### src/rtl/core/bfwd_pkg.sv
package bfwd_pkg;

  localparam int MAC_W = 48;
  localparam int STAMP_W = 32;

  localparam logic [MAC_W-1:0] BPDU_ADDR = 48'h0180_c200_0000;

  localparam logic [2:0] ST_DISABLED   = 3'd0;
  localparam logic [2:0] ST_BLOCKING   = 3'd1;
  localparam logic [2:0] ST_LISTENING  = 3'd2;
  localparam logic [2:0] ST_LEARNING   = 3'd3;
  localparam logic [2:0] ST_FORWARDING = 3'd4;

  localparam logic [1:0] REG_AGING_TIME  = 2'd0;
  localparam logic [1:0] REG_PORTS_IN_USE = 2'd1;
  localparam logic [1:0] REG_PORT_STATES = 2'd2;

  localparam logic [31:0] AGING_TIME_RST   = 32'd300;
  localparam logic [3:0]  PORTS_IN_USE_RST = 4'd1;
  localparam logic [23:0] PORT_STATES_RST  = 24'd9586980;

  typedef enum logic [3:0] {
    DISP_PORT_ZERO   = 4'd0,
    DISP_DISABLED_UP = 4'd1,
    DISP_BPDU        = 4'd2,
    DISP_BLOCKED     = 4'd3,
    DISP_FLOOD_GROUP = 4'd4,
    DISP_FLOOD_UNK   = 4'd5,
    DISP_FORWARD     = 4'd6,
    DISP_FLOOD_AGED  = 4'd7,
    DISP_SAME_PORT   = 4'd8,
    DISP_SAME_AGED   = 4'd9,
    DISP_BAD_STATE   = 4'd10
  } disp_t;

  typedef enum logic [3:0] {
    B_CLEAR,
    B_IDLE,
    B_SCAN,
    B_SCAN_LAST,
    B_LEARN,
    B_PICK,
    B_DECIDE,
    B_INVAL,
    B_DONE
  } back_state_t;

  typedef struct packed {
    logic [31:0] aging_time;
    logic [3:0]  ports_in_use;
    logic [23:0] port_states;
  } cfg_t;

  typedef struct packed {
    logic [2:0]         port;
    logic [MAC_W-1:0]   dst;
    logic [MAC_W-1:0]   src;
    logic [STAMP_W-1:0] now;
    logic               final_res;
    disp_t              disp;
    logic [7:0]         mask;
    logic               consumed;
  } job_t;

  typedef struct packed {
    logic               used;
    logic               valid;
    logic [MAC_W-1:0]   mac;
    logic [STAMP_W-1:0] stamp;
  } ent_t;

  function automatic logic [2:0] port_state(logic [23:0] states, logic [2:0] p,
                                            int num_ports);
    if (int'(p) >= num_ports) return ST_DISABLED;
    return states[int'(p)*3 +: 3];
  endfunction

  function automatic logic [3:0] port_limit(logic [3:0] piu, int num_ports);
    logic [3:0] lim;
    lim = piu;
    if (int'(lim) > num_ports) lim = 4'(num_ports);
    if (lim > 4'd8) lim = 4'd8;
    return lim;
  endfunction

  function automatic logic [7:0] flood_mask(cfg_t cfg, logic [2:0] ingress,
                                            int num_ports);
    logic [7:0] m;
    logic [3:0] lim;
    m = '0;
    lim = port_limit(cfg.ports_in_use, num_ports);
    for (int i = 1; i < 8; i++) begin
      if (4'(i) < lim && 3'(i) != ingress &&
          port_state(cfg.port_states, 3'(i), num_ports) == ST_FORWARDING)
        m[i] = 1'b1;
    end
    return m;
  endfunction

endpackage

### src/rtl/core/bfwd_queue.sv
module bfwd_queue (
  input  logic           clk,
  input  logic           rst,
  input  logic           push,
  input  bfwd_pkg::job_t push_job,
  input  logic           pop,
  output logic           full,
  output logic           job_valid,
  output bfwd_pkg::job_t job
);
  import bfwd_pkg::*;

  job_t       slots [2];
  logic       wptr;
  logic       rptr;
  logic [1:0] count;

  assign full = count == 2'd2;
  assign job_valid = count != 2'd0;
  assign job = slots[rptr];

  always_ff @(posedge clk) begin
    if (push) slots[wptr] <= push_job;
  end

  always_ff @(posedge clk) begin
    if (rst) begin
      wptr <= 1'b0;
      rptr <= 1'b0;
      count <= 2'd0;
    end else begin
      if (push) wptr <= !wptr;
      if (pop) rptr <= !rptr;
      count <= count + 2'(push) - 2'(pop);
    end
  end
endmodule

### config.mk
export PLATFORM = sky130hd
export DESIGN_NAME = bfwd_queue
export DESIGN_NICKNAME = d
export VERILOG_FILES = /design/src/rtl/core/bfwd_pkg.sv /design/src/rtl/core/bfwd_queue.sv
export SDC_FILE = /design/constraint.sdc
export NUM_CORES = 1
export LEC_CHECK = 0
export ABC_CLOCK_PERIOD_IN_PS = 11500
export BUFFER_PORTS_ARGS = -buffer_cell sky130_fd_sc_hd__buf_2
export CORE_UTILIZATION = 35
export DETAILED_ROUTE_END_ITERATION = 7
export PLACE_DENSITY = 0.58
export SKIP_LAST_GASP = 1
export SYNTH_ARGS = -nofsm -noshare
export SYNTH_HDL_FRONTEND = slang
export SYNTH_SLANG_ARGS = --single-unit
### constraint.sdc
create_clock -name clk -period 11.5 [get_ports clk]
set_input_delay 1.725 -clock clk [delete_from_list [all_inputs] [get_ports clk]]
set_output_delay 1.725 -clock clk [all_outputs]
set_load 0.05 [all_outputs]
==> results.json <==
{
  "worst-path-max-fanout": 71,
  "die_h_um": 178,
  "leakage_nw": 5.21,
  "ioPinCount": 296,
  "num-nets-final": 941,
  "pwr-share-seq_pct": 48.6,
  "grt_overflow": 0,
  "detail_route.first_pass.iterations": 4,
  "synth_commonest_cells": "290 x edfxtp_1, 95 x mux2_2, 50 x mux2_4, 9 x buf_2, 7 x buf_6",
  "clkLatencyLatePin_ps": 540,
  "rsz0062_at_grt": "no",
  "ff_latch_area_mm2": 0.00881,
  "grt_max_degree": 72,
  "grt_pass1_vias": 5456,
  "synth.top_cell.area_share_pct": 80.1,
  "synth_nets": 623,
  "irDropWorstVdd_mv": 0.133,
  "ys_types": 14,
  "yosys.area_share.simple_pct": 0.426,
  "reg2reg_from": "wptr$_SDFFE_PP0P_",
  "detail_route.wirelength_um": 20800,
  "ctsResizeCount": 0,
  "drc": 0,
  "multi_input_area_mm2": 0.00194,
  "vias_per_cell": 4.45,
  "dpl_cell_area_mm2": 0.0128,
  "post-route-cell-area_mm2": 0.0137,
  "ant_nets": 0,
  "place_congestion": 0.742,
  "grt_pass1_wl_um": 30400,
  "worst_slew_pin_slew_ps": 1000,
  "finalCriticalPeriod_ps": 4580,
  "routedWlPerCell_um": 17.3,
  "hold_path_class": "register to register",
  "p_sw_share_pct": 26.9,
  "synth-edff-count": 290,
  "syn2layout_area_growth_pct": 26.1,
  "io_buffers": 295,
  "die_area_mm2": 0.0318,
  "netlist_instances": 472,
  "die_x_um": 178,
  "synth_xor_area_share_pct": 0.368,
  "ys_top_cells_by_area": "edfxtp_1 80%, mux2_2 9.8%, mux2_4 6.9%",
  "antenna_found_initial": 2,
  "clock_sinks": 295,
  "num_vias": 5370,
  "p_clk_share_pct": 34.6,
  "max_slew_margin_pct": 33.3,
  "path_class": "register to primary output",
  "cts_tree": "built",
  "synth_seq_area_share_pct": 81.0,
  "cts_made_buffers": 31,
  "drive_above_1_share_pct": 60.5,
  "slew_violations": 0,
  "hold_buffers": 0,
  "synth_area_mm2": 0.0109,
  "hold_start": "rptr$_SDFFE_PP0P_",
  "postCtsSetupRepairBufs": 0,
  "grt.total_usage_pct": 12.6,
  "clk_pin_slew_ps": 60,
  "switchingPower_mw": 0.708,
  "drt-initial-drc-count": 246,
  "postSynthAreaPerCell_um2": 23.0,
  "setup.worst_path.end_class": "primary output",
  "critPathArrivalTime_ps": 2850,
  "fp-row-count": 64,
  "coreArea_mm2": 0.0306,
  "max_freq_ghz": 0.218,
  "yosysMostFrequentCell": "edfxtp_1",
  "synth_fa_ha_area_share_pct": 0.230,
  "power_density_mw_per_mm2": 192,
  "yosysWarnings": 0,
  "dp_hpwl_um": 13800,
  "status": "completed",
  "start_kind": "register",
  "synth_top_cell_by_area": "edfxtp_1",
  "start_util_pct": 35.5,
  "cp.required_ps": 9780,
  "cts_buffer_depth": 3,
  "synth_top_family_by_area": "multiplexers",
  "root_buffer": "clkbuf_16",
  "p_int_mw": 1.92,
  "async_reset_ff_share_pct": 0,
  "setup-tns-final_ps": 0,
  "htree_levels": 1,
  "ys_ff_latch": 295,
  "finalHoldViolCount": 0,
  "synth-compound-area-share_pct": 0,
  "power_frac_comb_pct": 16.8,
  "cap_violations": 0,
  "synth_flop_cell": "edfxtp_1",
  "fillers": 2734,
  "synth_mux_area_share_pct": 16.7,
  "finalSetupViolCount": 0,
  "worst_clock_skew_ps": 8.40,
  "post-route-period-util_pct": 39.8
}
## worst max-delay path, stage by stage, from the launching register on
cell and delay [ps]:
dfxtp_4 730, buf_4 830, mux2_2 420, buf_2 210
## final timing paths
path / cells after the start / slack (ps) / end
worst min-delay path: 2 / 520 / rptr$_SDFFE_PP0P_
worst max register to register: 2 / 9370 / slots[0][115]$_DFFE_PP_
worst min register to register: 2 / 520 / rptr$_SDFFE_PP0P_
worst max-delay path: 3 / 6920 / job[10]
## layout by cell type, fill, tap and decap left out
cell type	count
mux2_4	50
ha_1	2
diode_2	1
nor2b_1	2
xnor3_1	1
nor2_1	4
nor2b_4	1
mux2_2	95
buf_2	295
or2_2	1
clkbuf_1	8
bufinv_16	2
and2_4	1
buf_4	6
clkinv_1	5
clkbuf_16	31
clkinv_2	6
xnor2_1	2
dfxtp_4	1
inv_1	2
clkinv_4	1
clkinvlp_4	1
edfxtp_1	290
dfxtp_1	4
## cell families (layout without fill, tap and decap cells)
family	Yosys count	count (layout)
xor gates and xnor gates	3	3
adders and majority gates	2	2
buffers and inverters	18	357
DFF	295	295
muxes	145	145
other	0	1
and+or+nand+nor	9	9
## registers in the layout, indices dropped and copies added (netlist names), named ones only
name	cells
count	2
slots	290
wptr	1
rptr	1
## power groups by stage
stage	Clock (mW)	Combinational, mW	Sequential [mW]
finish	0.911	0.441	1.28
global route	0.976	0.466	1.29
CTS	0.943	0.448	1.28
detailed placement	0	0.447	1.30
global placement	0	0.445	1.30
floorplan	0	0.348	1.30
## cell type report
cell class / instances / area share (%)
diodes: 1 / 0.0182
clock buffers: 39 / 5.88
clock inverters: 15 / 0.912
inverters: 2 / 0.0547
multi-input cells: 159 / 14.2
flip-flops and latches: 295 / 64.3
well taps: 396 / 3.61
repair buffers: 301 / 11.1
## routing by layer
layer	wire, µm	vias up	global-route usage (%)
li1	-	2519	-
met1	8130	2606	14.9
met2	10200	206	21.3
met3	1920	37	4.60
met4	585	2	3.78
met5	11	-	0
## metrics by stage
| stage | hold slack, ps | power, mW | worst slack, ps | cells | util (%) |
|---|---|---|---|---|---|
| floorplan | 480 | 1.65 | 2830 | 472 | - |
| global placement | 498 | 1.75 | 7430 | 1153 | 41.8 |
| detailed placement | 507 | 1.75 | 7430 | 1153 | 41.8 |
| CTS | 523 | 2.67 | 6840 | 1207 | 44.8 |
| global route | 578 | 2.73 | 6720 | 1207 | 44.8 |
| finish | 522 | 2.63 | 6920 | 1208 | 44.8 |
Note: power is estimated with default switching activity, not from simulation.
