$ cat config.mk
export PLATFORM = sky130hd
export DESIGN_NAME = bfwd_front_flat
export DESIGN_NICKNAME = d
export VERILOG_FILES = /design/src/rtl/core/bfwd_pkg.sv /design/src/rtl/core/bfwd_frame_if.sv /design/src/rtl/core/bfwd_front.sv /design/src/flat_wrapper.sv
export SDC_FILE = /design/constraint.sdc
export NUM_CORES = 1
export LEC_CHECK = 0
export BUFFER_PORTS_ARGS = -buffer_cell sky130_fd_sc_hd__buf_2
export CORE_AREA = 2 2 131 133
export DETAILED_ROUTE_END_ITERATION = 10
export DIE_AREA = 0 0 133 135
export PLACE_DENSITY_LB_ADDON = 0.08
export SLEW_MARGIN = 20
export SYNTH_ARGS = -nofsm -noshare
export SYNTH_HDL_FRONTEND = slang
export SYNTH_SLANG_ARGS = --single-unit
$ cat constraint.sdc
create_clock -name vclk -period 1.87
set_clock_uncertainty 0.2 [all_clocks]
set_input_delay 0.187 -clock vclk [all_inputs]
set_output_delay 0.187 -clock vclk [all_outputs]
set_load 0.01 [all_outputs]
$ cat src/rtl/core/bfwd_pkg.sv
package bfwd_pkg;

  localparam int MAC_W = 48;
  localparam int STAMP_W = 32;

  localparam logic [MAC_W-1:0] BPDU_ADDR = 48'h0180_c200_0000;

  localparam logic [2:0] ST_DISABLED   = 3'd0;
  localparam logic [2:0] ST_BLOCKING   = 3'd1;
  localparam logic [2:0] ST_LISTENING  = 3'd2;
  localparam logic [2:0] ST_LEARNING   = 3'd3;
  localparam logic [2:0] ST_FORWARDING = 3'd4;

  localparam logic [1:0] REG_AGING_TIME  = 2'd0;
  localparam logic [1:0] REG_PORTS_IN_USE = 2'd1;
  localparam logic [1:0] REG_PORT_STATES = 2'd2;

  localparam logic [31:0] AGING_TIME_RST   = 32'd300;
  localparam logic [3:0]  PORTS_IN_USE_RST = 4'd1;
  localparam logic [23:0] PORT_STATES_RST  = 24'd9586980;

  typedef enum logic [3:0] {
    DISP_PORT_ZERO   = 4'd0,
    DISP_DISABLED_UP = 4'd1,
    DISP_BPDU        = 4'd2,
    DISP_BLOCKED     = 4'd3,
    DISP_FLOOD_GROUP = 4'd4,
    DISP_FLOOD_UNK   = 4'd5,
    DISP_FORWARD     = 4'd6,
    DISP_FLOOD_AGED  = 4'd7,
    DISP_SAME_PORT   = 4'd8,
    DISP_SAME_AGED   = 4'd9,
    DISP_BAD_STATE   = 4'd10
  } disp_t;

  typedef enum logic [3:0] {
    B_CLEAR,
    B_IDLE,
    B_SCAN,
    B_SCAN_LAST,
    B_LEARN,
    B_PICK,
    B_DECIDE,
    B_INVAL,
    B_DONE
  } back_state_t;

  typedef struct packed {
    logic [31:0] aging_time;
    logic [3:0]  ports_in_use;
    logic [23:0] port_states;
  } cfg_t;

  typedef struct packed {
    logic [2:0]         port;
    logic [MAC_W-1:0]   dst;
    logic [MAC_W-1:0]   src;
    logic [STAMP_W-1:0] now;
    logic               final_res;
    disp_t              disp;
    logic [7:0]         mask;
    logic               consumed;
  } job_t;

  typedef struct packed {
    logic               used;
    logic               valid;
    logic [MAC_W-1:0]   mac;
    logic [STAMP_W-1:0] stamp;
  } ent_t;

  function automatic logic [2:0] port_state(logic [23:0] states, logic [2:0] p,
                                            int num_ports);
    if (int'(p) >= num_ports) return ST_DISABLED;
    return states[int'(p)*3 +: 3];
  endfunction

  function automatic logic [3:0] port_limit(logic [3:0] piu, int num_ports);
    logic [3:0] lim;
    lim = piu;
    if (int'(lim) > num_ports) lim = 4'(num_ports);
    if (lim > 4'd8) lim = 4'd8;
    return lim;
  endfunction

  function automatic logic [7:0] flood_mask(cfg_t cfg, logic [2:0] ingress,
                                            int num_ports);
    logic [7:0] m;
    logic [3:0] lim;
    m = '0;
    lim = port_limit(cfg.ports_in_use, num_ports);
    for (int i = 1; i < 8; i++) begin
      if (4'(i) < lim && 3'(i) != ingress &&
          port_state(cfg.port_states, 3'(i), num_ports) == ST_FORWARDING)
        m[i] = 1'b1;
    end
    return m;
  endfunction

endpackage

$ cat src/rtl/core/bfwd_frame_if.sv
interface bfwd_frame_if;
  logic        valid;
  logic        ready;
  logic [2:0]  ingress_port;
  logic [47:0] dest_mac;
  logic [47:0] source_mac;
  logic [31:0] now;

  modport source (output valid, ingress_port, dest_mac, source_mac, now, input ready);
  modport sink (input valid, ingress_port, dest_mac, source_mac, now, output ready);
endinterface

$ cat src/rtl/core/bfwd_front.sv
module bfwd_front #(
  parameter int NUM_PORTS = 8
) (
  bfwd_frame_if.sink     frame,
  input  bfwd_pkg::cfg_t cfg,
  input  logic           q_full,
  input  logic           clearing,
  output logic           push,
  output bfwd_pkg::job_t job
);
  import bfwd_pkg::*;

  logic [2:0] st;

  assign frame.ready = !q_full && !clearing;
  assign push = frame.valid && frame.ready;
  assign st = port_state(cfg.port_states, frame.ingress_port, NUM_PORTS);

  always_comb begin
    job.port = frame.ingress_port;
    job.dst = frame.dest_mac;
    job.src = frame.source_mac;
    job.now = frame.now;
    job.final_res = 1'b1;
    job.disp = DISP_PORT_ZERO;
    job.mask = '0;
    job.consumed = 1'b0;
    if (frame.ingress_port == 3'd0) begin
      job.disp = DISP_PORT_ZERO;
    end else if (st == ST_DISABLED) begin
      job.disp = DISP_DISABLED_UP;
    end else if (frame.dest_mac == BPDU_ADDR) begin
      job.disp = DISP_BPDU;
      job.consumed = 1'b1;
    end else if (st == ST_BLOCKING || st == ST_LISTENING || st == ST_LEARNING) begin
      job.disp = DISP_BLOCKED;
    end else if (st != ST_FORWARDING) begin
      job.disp = DISP_BAD_STATE;
    end else if (frame.dest_mac[40]) begin
      job.disp = DISP_FLOOD_GROUP;
      job.mask = flood_mask(cfg, frame.ingress_port, NUM_PORTS);
    end else begin
      job.final_res = 1'b0;
      job.mask = flood_mask(cfg, frame.ingress_port, NUM_PORTS);
    end
  end
endmodule

$ cat src/flat_wrapper.sv
// flat-port wrapper written by rule: the top's interface ports become plain ports
module bfwd_front_flat import bfwd_pkg::*;
#(
  parameter int NUM_PORTS = 8
)
  (cfg, q_full, clearing, push, job, frame_valid, frame_ingress_port, frame_dest_mac, frame_source_mac, frame_now, frame_ready);
  bfwd_frame_if frame_i ();
  input  bfwd_pkg::cfg_t cfg;
  input  logic q_full;
  input  logic clearing;
  output logic push;
  output bfwd_pkg::job_t job;
  input wire logic [$bits(frame_i.valid)-1:0] frame_valid;
  input wire logic [$bits(frame_i.ingress_port)-1:0] frame_ingress_port;
  input wire logic [$bits(frame_i.dest_mac)-1:0] frame_dest_mac;
  input wire logic [$bits(frame_i.source_mac)-1:0] frame_source_mac;
  input wire logic [$bits(frame_i.now)-1:0] frame_now;
  output wire logic [$bits(frame_i.ready)-1:0] frame_ready;
  assign frame_i.valid = frame_valid;
  assign frame_i.ingress_port = frame_ingress_port;
  assign frame_i.dest_mac = frame_dest_mac;
  assign frame_i.source_mac = frame_source_mac;
  assign frame_i.now = frame_now;
  assign frame_ready = frame_i.ready;
  bfwd_front #(.NUM_PORTS(NUM_PORTS)) u_core (.frame(frame_i), .cfg(cfg), .q_full(q_full), .clearing(clearing), .push(push), .job(job));
endmodule
==> impl_metrics.ini <==
[run_status]
outcome = finished with violations
violations = setup timing

[floorplanning]
die_area_um2 = 17960
coreArea_um2 = 16410
start_util_pct = 9.594
io_pins = 341
rows = 47
dieHeight_um = 135
die_w_um = 133

[global_routing]
antenna_found_initial = 0
grt_pass1_vias = 1634
grt_pass1_wl_um = 10800
grt-ovfl-total = 0
track_usage_pct = 8.032
grt_max_degree = 11

[critical_path]
worstSetupPathType = input port to output pin
cpMaxStageDelayCell = or4_4
startpoint_type = input port
crit_required_ps = 1480
critPathMaxStageDelay_ps = 500
path_delay_family = multiplexers
endpoint_kind = output pin
path_max_fanout = 10
worst_path_most_repeated_cell = buf_12
cp_cell_sequence = buf_12 > mux4_2 > mux2_4 > o31ai_4 > buf_12 > or4_4 > buf_6
arrival_ps = 1710
critPathBufInv = 3

[power]
finalPower_uw = 474.5
cell_internal_pwr_uw = 252.3
powerDensity_nw_per_um2 = 215.9
seq_power_share_pct = 0
pwr-share-clk_pct = 0
combinationalPowerShare_pct = 100.0
power.switching_uw = 222.2
vdd.ir_drop.worst_mv = 0.04489
power_leakage_nw = 1.049
swShare_pct = 46.83

[hold_path]
hold_path.class = input port to output pin
holdPathStages = 0
hp-start = frame_now[6]
worst_hold_path.endpoint = job[20]

[finish]
insertedDiodeCount = 0
nFlopsAndLatches = 0
regArea_um2 = 0
drive_above_1_share_pct = 81.58
n_fill_cell = 1899
fin_nets = 462
syn_to_final_growth_pct = 39.67
nClkBuffers = 0

[sta]
whs_ps = 174.0
hold_viol_final = 0
grt_setup_unrepaired = true
slew_violations = 0
setup_viol = 13
finalCriticalPeriod_ps = 2097
post-route-period-util_pct = 112.1
max_freq_ghz = 0.4769
setup_ws_ps = -226.7

[detailed_routing]
ant_nets = 0
topRoutingLayerUsed = met4
drt_iter0_markers = 43
drc = 0
wl_um = 7977
viasPerCell = 3.210
drt_pre_antenna_iters = 2
vias = 1560
wl_met2_um = 4414
wl_per_cell_um = 16.41
routed-wl-met3_um = 955
wirelength_met1_um = 2308

[yosys]
avgSynthCellArea_um2 = 7.460
synth_cells = 211
synth_seq_area_share_pct = 0
yosysUniqueCellTypes = 33
netlist_area_um2 = 1574
ys.warnings.count = 0
syn-num-nets = 405

[place]
portBuffers = 148
routabilityCongestion = 0.7211
hpwlAfterDp_um = 7162

[run]
timing.max_cap.violations = 0

[cts]
cts_hold_buffers = 0
[cells in the mapped netlist (2+ instances only)]
master / count / area, um^2
buf_4: 132 / 991.0
buf_2: 3 / 15.01
nor4bb_1: 2 / 20.02
nand4_1: 4 / 25.02
nand2b_1: 2 / 12.51
o21ai_0: 2 / 10.01
xor2_1: 2 / 17.52
nor4_1: 13 / 81.33
o2111ai_1: 2 / 17.52
nand2_1: 4 / 15.01
nor3_1: 8 / 40.04
mux4_1: 3 / 78.83
nor2_1: 11 / 41.29
a21oi_1: 3 / 15.01
or4_1: 2 / 15.01
[stage by stage]
step | setup WS [ps] | cells | instance area (um^2) | setup TNS [ps] | utilization, %
floorplan | 30.12 | 211 | 1574 | 0 | -
global placement | -491.3 | 483 | 1886 | -5589 | 11.49
detailed placement | -506.1 | 483 | 1886 | -5701 | 11.49
CTS | -229.6 | 486 | 2172 | -2293 | 13.24
global route | -282.4 | 486 | 2198 | -3390 | 13.40
finish | -226.7 | 486 | 2198 | -1836 | 13.40
[kinds of logic after synthesis]
family	Yosys count	share of synthesized area, %
muxes	7	8.744
AOI/OAI and AO/OA	12	6.360
and+or+nand+nor	52	18.68
xor gates and xnor gates	2	1.113
other	1	0.2382
buffers and inverters	137	64.86
[power groups by stage]
stage / Clock, mW / Combinational, mW / Sequential (mW)
finish: 0 / 0.475 / 0
global route: 0 / 0.514 / 0
CTS: 0 / 0.481 / 0
detailed placement: 0 / 0.412 / 0
global placement: 0 / 0.416 / 0
floorplan: 0 / 0.389 / 0
[layout by cell type, fill, tap and decap left out, types with 2 or more instances in the layout]
cell and count:
a21oi_1 2, buf_12 3, buf_2 129, buf_4 39, buf_6 19, mux4_2 4, nand2_1 4, nand2b_1 2
nand4_1 4, nor2_1 11, nor3_1 7, nor4_1 5, nor4_2 3, nor4_4 5, nor4bb_4 2, o2111ai_1 2
o21ai_0 2, xor2_1 2
[how the worst max path moves through the flow]
stage | slack (ps) | from | cells past startpoint | endpoint
2_1_floorplan | 30 | frame_ingress_port[1] | 5 | job[13]
3_3_place_gp | -490 | frame_dest_mac[7] | 7 | job[2]
3_5_place_dp | -510 | frame_dest_mac[7] | 7 | job[2]
4_1_cts | -230 | frame_ingress_port[1] | 7 | job[13]
5_1_grt | -280 | frame_dest_mac[7] | 9 | job[4]
6_report | -230 | frame_ingress_port[1] | 7 | job[13]
[routing by layer]
layer  global-route usage [%]  vias up
met2                    16.90      139
met4                    2.867        0
met3                    2.628       32
met1                    6.931      685
met5                        0        -
li1                         -      704
[timing repair]
item,4_1_cts,5_1_grt
buffers inserted,5,0
pin swaps,10,1
setup endpoints to repair,13,13
resized for setup,48,6
[final cells by class]
class	instances	area, um^2	area share, %
multi-input combinational	74	691.9	31.47
tap	220	275.3	12.52
timing repair buffer	191	1227	55.83
inverter	1	3.754	0.1707
(Power assumes the default switching activity.)
